File: src/rtl/core/bdm_pkg.sv
`default_nettype none

package bdm_pkg;

    localparam int WORD_BITS = 16;
    localparam int SLOT_W    = $clog2(WORD_BITS + 1);
    localparam int LONG_BIT  = 7;

    localparam logic [1:0] OPC_START_WR = 2'd0;
    localparam logic [1:0] OPC_START_RD = 2'd1;
    localparam logic [1:0] OPC_SLOT     = 2'd2;

endpackage

`default_nettype wire

File: src/rtl/core/bdm_serial_command_master.sv
// Background debug serial command master.
// Input channel (in_valid / in_stall): one word per item. An opcode of start
// write or start read latches the command, address and data words; an opcode
// of bit slot drives one data-in bit and takes the sampled data-out bit.
// A frame is one status slot followed by 16 data slots sent MSB first.
// Output channel (out_valid / out_stall): exactly one result word per item,
// carrying the driven bit, busy flag, start rejection, completion flag, the
// 32-bit read result on the completing slot and the latest frame status.
// out_valid is registered: it rises in the cycle after acceptance.
// Throughput: one item per clock unless stalled; the sequencer state and frame
// shifters update on accept and the result sits in a single output register.
// While the output register holds a result that is stalled, in_stall is
// raised and no item is taken; the result and state hold until it drains.
// Reset (rst_n low, asynchronous) returns the sequencer to idle, clears the
// slot counter, frame words and latches, and empties the output register.
// A start that arrives while a sequence runs is ignored and flagged.
`default_nettype none

module bdm_serial_command_master (
    input  wire logic        clk,
    input  wire logic        rst_n,
    input  wire logic        in_valid,
    output logic             in_stall,
    input  wire logic [1:0]  opcode,
    input  wire logic [15:0] command_word,
    input  wire logic [15:0] address_high,
    input  wire logic [15:0] address_low,
    input  wire logic [15:0] data_high,
    input  wire logic [15:0] data_low,
    input  wire logic        dso_sample,
    output logic             out_valid,
    input  wire logic        out_stall,
    output logic             dsi_drive,
    output logic             busy_res,
    output logic             start_rejected,
    output logic             command_done,
    output logic [31:0]      read_data,
    output logic             last_status
);

    localparam int WB = bdm_pkg::WORD_BITS;
    localparam int SW = bdm_pkg::SLOT_W;

    typedef enum logic [7:0] {
        PH_IDLE    = 8'b0000_0001,
        PH_CMD     = 8'b0000_0010,
        PH_ADDR_HI = 8'b0000_0100,
        PH_ADDR_LO = 8'b0000_1000,
        PH_DATA_HI = 8'b0001_0000,
        PH_DATA_LO = 8'b0010_0000,
        PH_POLL_HI = 8'b0100_0000,
        PH_POLL    = 8'b1000_0000
    } phase_t;

    phase_t              phase_reg, phase_next;
    logic [SW-1:0]       slot_reg, slot_next;
    logic [WB-1:0]       out_word_reg, out_word_next;
    logic [WB-1:0]       in_word_reg, in_word_next;
    logic                status_reg, status_next;
    logic [WB-1:0]       cmd_reg, cmd_next;
    logic [2*WB-1:0]     addr_reg, addr_next;
    logic [2*WB-1:0]     data_reg, data_next;
    logic [WB-1:0]       rd_high_reg, rd_high_next;
    logic                is_read_reg, is_read_next;

    logic                out_valid_reg, out_valid_next;
    logic                dsi_reg, dsi_next;
    logic                busy_reg, busy_next;
    logic                rejected_reg, rejected_next;
    logic                done_reg, done_next;
    logic [31:0]         rdata_reg, rdata_next;

    logic                in_accept;
    logic                is_start;
    logic                long_op;
    phase_t              after_addr;

    assign in_stall  = out_valid_reg & out_stall;
    assign in_accept = in_valid & ~in_stall;
    assign is_start  = (opcode == bdm_pkg::OPC_START_WR) || (opcode == bdm_pkg::OPC_START_RD);
    assign long_op   = cmd_reg[bdm_pkg::LONG_BIT];

    always_comb
    begin
        if (is_read_reg)
            after_addr = long_op ? PH_POLL_HI : PH_POLL;
        else
            after_addr = long_op ? PH_DATA_HI : PH_DATA_LO;
    end

    // Word loaded into the transmit shifter on entry to a phase.
    function automatic logic [WB-1:0] load_word(input phase_t ph,
                                                 input logic [2*WB-1:0] addr,
                                                 input logic [2*WB-1:0] data);
        logic [WB-1:0] w;
        begin
            unique case (ph)
                PH_ADDR_HI: w = addr[2*WB-1:WB];
                PH_ADDR_LO: w = addr[WB-1:0];
                PH_DATA_HI: w = data[2*WB-1:WB];
                PH_DATA_LO: w = data[WB-1:0];
                default:    w = '0;
            endcase
            return w;
        end
    endfunction

    always_comb
    begin
        phase_t nph;

        phase_next    = phase_reg;
        slot_next     = slot_reg;
        out_word_next = out_word_reg;
        in_word_next  = in_word_reg;
        status_next   = status_reg;
        cmd_next      = cmd_reg;
        addr_next     = addr_reg;
        data_next     = data_reg;
        rd_high_next  = rd_high_reg;
        is_read_next  = is_read_reg;
        dsi_next      = 1'b0;
        rejected_next = 1'b0;
        done_next     = 1'b0;
        rdata_next    = '0;
        nph           = phase_reg;

        if (in_accept) begin
            if (is_start) begin
                if (phase_reg != PH_IDLE) begin
                    rejected_next = 1'b1;
                end else begin
                    cmd_next      = command_word[WB-1:0];
                    addr_next     = {address_high[WB-1:0], address_low[WB-1:0]};
                    data_next     = {data_high[WB-1:0], data_low[WB-1:0]};
                    is_read_next  = (opcode == bdm_pkg::OPC_START_RD);
                    rd_high_next  = '0;
                    phase_next    = PH_CMD;
                    slot_next     = '0;
                    out_word_next = command_word[WB-1:0];
                end
            end else if (opcode == bdm_pkg::OPC_SLOT && phase_reg != PH_IDLE) begin
                if (slot_reg == '0) begin
                    // status slot: drive low, take the status bit
                    status_next = dso_sample;
                    slot_next   = SW'(1);
                end else begin
                    dsi_next      = out_word_reg[WB-1];
                    out_word_next = {out_word_reg[WB-2:0], 1'b0};
                    in_word_next  = {in_word_reg[WB-2:0], dso_sample};
                    if (slot_reg == SW'(WB)) begin
                        slot_next = '0;
                        unique case (phase_reg)
                            PH_CMD:     nph = (addr_reg != '0) ? PH_ADDR_HI : after_addr;
                            PH_ADDR_HI: nph = PH_ADDR_LO;
                            PH_ADDR_LO: nph = after_addr;
                            PH_DATA_HI: nph = PH_DATA_LO;
                            PH_DATA_LO: nph = PH_POLL;
                            PH_POLL_HI:
                            begin
                                if (!status_reg) begin
                                    rd_high_next = in_word_next;
                                    nph          = PH_POLL;
                                end
                            end
                            PH_POLL:
                            begin
                                if (!status_reg) begin
                                    done_next = 1'b1;
                                    if (is_read_reg)
                                        rdata_next = 32'({rd_high_reg, in_word_next});
                                    nph = PH_IDLE;
                                end
                            end
                            default: nph = phase_reg;
                        endcase
                        // a poll frame that is not ready keeps its zero word
                        if (nph != phase_reg || phase_reg == PH_CMD)
                            out_word_next = load_word(nph, addr_reg, data_reg);
                        phase_next = nph;
                    end else begin
                        slot_next = slot_reg + SW'(1);
                    end
                end
            end
        end

        busy_next = (phase_next != PH_IDLE);

        if (in_accept)
            out_valid_next = 1'b1;
        else if (out_stall)
            out_valid_next = out_valid_reg;
        else
            out_valid_next = 1'b0;
    end

    always_ff @(posedge clk or negedge rst_n)
    begin
        if (!rst_n) begin
            phase_reg     <= PH_IDLE;
            slot_reg      <= '0;
            out_word_reg  <= '0;
            in_word_reg   <= '0;
            status_reg    <= 1'b0;
            cmd_reg       <= '0;
            addr_reg      <= '0;
            data_reg      <= '0;
            rd_high_reg   <= '0;
            is_read_reg   <= 1'b0;
            out_valid_reg <= 1'b0;
        end else begin
            phase_reg     <= phase_next;
            slot_reg      <= slot_next;
            out_word_reg  <= out_word_next;
            in_word_reg   <= in_word_next;
            status_reg    <= status_next;
            cmd_reg       <= cmd_next;
            addr_reg      <= addr_next;
            data_reg      <= data_next;
            rd_high_reg   <= rd_high_next;
            is_read_reg   <= is_read_next;
            out_valid_reg <= out_valid_next;
        end
    end

    // Result payload: load on accept, hold otherwise.
    always_ff @(posedge clk)
    begin
        if (in_accept) begin
            dsi_reg      <= dsi_next;
            busy_reg     <= busy_next;
            rejected_reg <= rejected_next;
            done_reg     <= done_next;
            rdata_reg    <= rdata_next;
        end
    end

    assign out_valid      = out_valid_reg;
    assign dsi_drive      = dsi_reg;
    assign busy_res       = busy_reg;
    assign start_rejected = rejected_reg;
    assign command_done   = done_reg;
    assign read_data      = rdata_reg;
    assign last_status    = status_reg;

endmodule

`default_nettype wire

File: config.mk
export PLATFORM = sky130hd
export DESIGN_NAME = bdm_serial_command_master
export DESIGN_NICKNAME = d
export VERILOG_FILES = /design/src/rtl/core/bdm_pkg.sv /design/src/rtl/core/bdm_serial_command_master.sv
export SDC_FILE = /design/constraint.sdc
export NUM_CORES = 1
export LEC_CHECK = 0
export ABC_CLOCK_PERIOD_IN_PS = 3400
export BUFFER_PORTS_ARGS = -buffer_cell sky130_fd_sc_hd__buf_2
export CELL_PAD_IN_SITES_DETAIL_PLACEMENT = 1
export CELL_PAD_IN_SITES_GLOBAL_PLACEMENT = 1
export CORE_MARGIN = 4
export CORE_UTILIZATION = 37
export CTS_CLUSTER_SIZE = 24
export DETAILED_ROUTE_END_ITERATION = 7
export PLACE_DENSITY_LB_ADDON = 0.1
export SLEW_MARGIN = 20
export SYNTH_ARGS = -nofsm -noshare
export SYNTH_HDL_FRONTEND = slang
export SYNTH_SLANG_ARGS = --single-unit
File: constraint.sdc
create_clock -name clk -period 3.4 [get_ports clk]
set_input_delay 0.17 -clock clk [delete_from_list [all_inputs] [get_ports clk]]
set_output_delay 0.17 -clock clk [all_outputs]
set_load 0.01 [all_outputs]
==> impl_metrics.yaml <==
detailed_routing:
  drtPass1Iterations: 4
  viasPerCell: 5.07
  drt_first_iter_violations: 309
  wl_per_cell_um: 17.6
  wl_um: 21700
  antenna_left: 0
  drc_errors: 0
  via_count: 6263
finish:
  fin_nets: 1047
  area_growth_pct: 28.8
  layout-drive-gt1-share_pct: 21.3
  num_antenna_cells: 0
  nFillCells: 2261
floorplan:
  io_pins: 126
  fp.dieW_um: 151
  initial_core_util_pct: 38.1
  fp.dieArea_um2: 22700
  rows: 51
  die_y_um: 151
  core_um2: 19800
cts:
  clkLatencyLatePin_ns: 0.43
  clk_pin_slew_worst_paths_ns: 0.07
  cts_sinks: 164
  cts_tree: "built"
  h-tree-depth: 4
  root_buffer: "clkbuf_16"
  clockBufferDepth: 2
  cts_buffers: 17
  cts_setup_buffers: 0
flow_run:
  drv_cap: 0
yosys:
  async_flop_share_pct: 78.0
  syn_nets: 866
  ys_seq_area_share_pct: 56.8
  synth_top_area_share_pct: 42.2
  yosysTopAreaCell: "dfrtp_1"
  synth_seq_cells: 164
  syn_area_um2: 7540
  synth_common_cells: "nand2_1 (259), dfrtp_1 (127), o21ai_0 (56)"
  synth_cell_types: 59
  synth.most_common_cell: "nand2_1"
  ys.flop_type: "dfrtp_1"
  yosys_warnings: 0
  synth.area.top_cells: "dfrtp_1 (42%), edfxtp_1 (14%), nand2_1 (13%), o21ai_0 (3.7%), and2_1 (2.7%)"
  synthCells: 777
  avgSynthCellArea_um2: 9.70
  synth_edf_count: 36
timing:
  layout_min_cycle_time_ns: 3.00
  hold_viol: 0
  timing.hold.ws_ns: 0.0139
  max_slew.worst_pin.slew_ns: 0.873
  max_freq_ghz: 0.334
  relSlewSlack_pct: 41.8
  min_period_over_period_pct: 88.1
  slew_viol_final: 0
  rsz0062_at_grt: "false"
  setup_viol: 0
  fin_worst_skew_ns: 0.0153
  setup_tns_ns: 0
power_and_ir_drop:
  p_clk_share_pct: 41.3
  power_density_nw_per_um2: 479
  swShare_pct: 25.5
  irDropWorstVdd_mv: 0.329
  switchingPower_mw: 1.19
  power.internal_mw: 3.46
  p_leak_nw: 4.67
  pwr-share-seq_pct: 48.6
  combinationalPowerShare_pct: 10.1
worst_setup_path:
  critPathLaunchType: "flop"
  critPathKind: "flop to flop"
  crit_required_ns: 3.55
  crit_path_end_kind: "flop"
  critPathMaxFanout: 8
  critPathArrivalTime_ns: 3.14
placement:
  dp.final_hpwl_um: 15000
  port_buffers: 125
  routabilityCongestion: 0.875
global_route:
  grt_overflow: 0
  grt_max_degree: 71
  grt_pass1_vias: 6721
  grt_usage_pct: 20.0
  grt_pass1_wl_um: 35400
  antenna_found_initial: 1
worst_hold_path:
  hp-class: "input pin to flop"
status:
  outcome: "finished clean"
## worst max-delay path: stages, from the launching register on
cell and delay [ns]:
dfrtp_1 0.41, inv_1 0.09, ha_1 0.14, nor3b_1 0.44, nand2_1 0.21, nor3_1 0.64
nand2_1 0.33, mux2i_1 0.29, nand4b_1 0.17
## metal layers
metal / vias up / track usage [%] / share of wire [%]
met5: - / 0 / 0.032
met4: 2 / 5.49 / 1.7
met3: 26 / 3.85 / 3.8
met2: 134 / 34.7 / 51
met1: 3081 / 25.6 / 44
li1: 3020 / - / -
## area by class of cell
type	instances	area, µm²	area share, %
clock inverter	13	141	1.46
clock buffer	19	454	4.68
timing repair buffer	210	1450	14.9
tap	265	332	3.41
inverter	25	93.8	0.966
multi-input combinational	540	2960	30.5
sequential	164	4290	44.1
## per-stage QoR
step / setup slack, ns / area (µm²) / util (%) / std cells / total power [mW]
floorplan: 0.867 / 7540 / - / 777 / 2.50
global placement: 0.633 / 8450 / 42.7 / 1137 / 2.68
detailed placement: 0.451 / 8450 / 42.7 / 1137 / 2.71
CTS: 0.443 / 9710 / 49.1 / 1236 / 4.71
global route: 0.0438 / 9710 / 49.1 / 1236 / 4.87
finish: 0.403 / 9710 / 49.1 / 1236 / 4.65
## what timing repair did
item | in CTS | in global routing
hold endpoints to repair | 122 | 0
hold buffers | 67 | 0
endpoints found under the setup margin | 0 | 0
gates resized for setup | 0 | 0
## cells by family (layout without fill, tap and decap cells)
family                     Yosys count  in the layout  synth area share (%)
AOI/OAI and AO/OA                  151            151                  13.3
xor gates and xnor gates             1              1                 0.116
adders and majority gates            2              2                 0.332
buffers and inverters               73            267                  4.02
DFF                                164            164                  56.8
muxes                               19             19                  3.30
and+or+nand+nor                    367            367                  22.1
## power by group through the flow
stage	sequential (mW)	combinational, mW	clock [mW]
finish	2.26	0.471	1.92
global route	2.28	0.536	2.05
CTS	2.26	0.476	1.98
detailed placement	2.30	0.413	0
global placement	2.29	0.395	0
floorplan	2.27	0.231	0
## final timing paths
| path | startpoint | to | slack, ns | depth (start not counted) |
|---|---|---|---|---|
| worst max-delay path | slot_reg[0] | busy_res | 0.40 | 8 |
| min in group asynchronous | rst_n | data_reg[12] | 0.35 | 2 |
| worst min-delay path | opcode[0] | is_read_reg | 0.01 | 3 |
| worst min register to register | data_reg[2] | data_reg[2] | 0.47 | 2 |
| max in group asynchronous | rst_n | out_word_reg[3] | 2.20 | 3 |
| worst max register to register | slot_reg[0] | busy_res | 0.40 | 8 |
## cell usage in the layout (no fill, tap or decap), drive strengths merged, types with 16 or more instances in the layout
| cell | Yosys | final |
|---|---|---|
| a221oi | 16 | 16 |
| o21ai | 63 | 63 |
| inv | 25 | 31 |
| clkbuf | 32 | 19 |
| mux2 | 17 | 17 |
| dfrtp | 127 | 127 |
| a22o | 17 | 17 |
| dlygate4sd3 | 0 | 67 |
| and2 | 33 | 33 |
| buf | 16 | 143 |
| edfxtp | 36 | 36 |
| a21oi | 19 | 19 |
| nand2 | 260 | 260 |
Power figures use the tool's default switching activity.
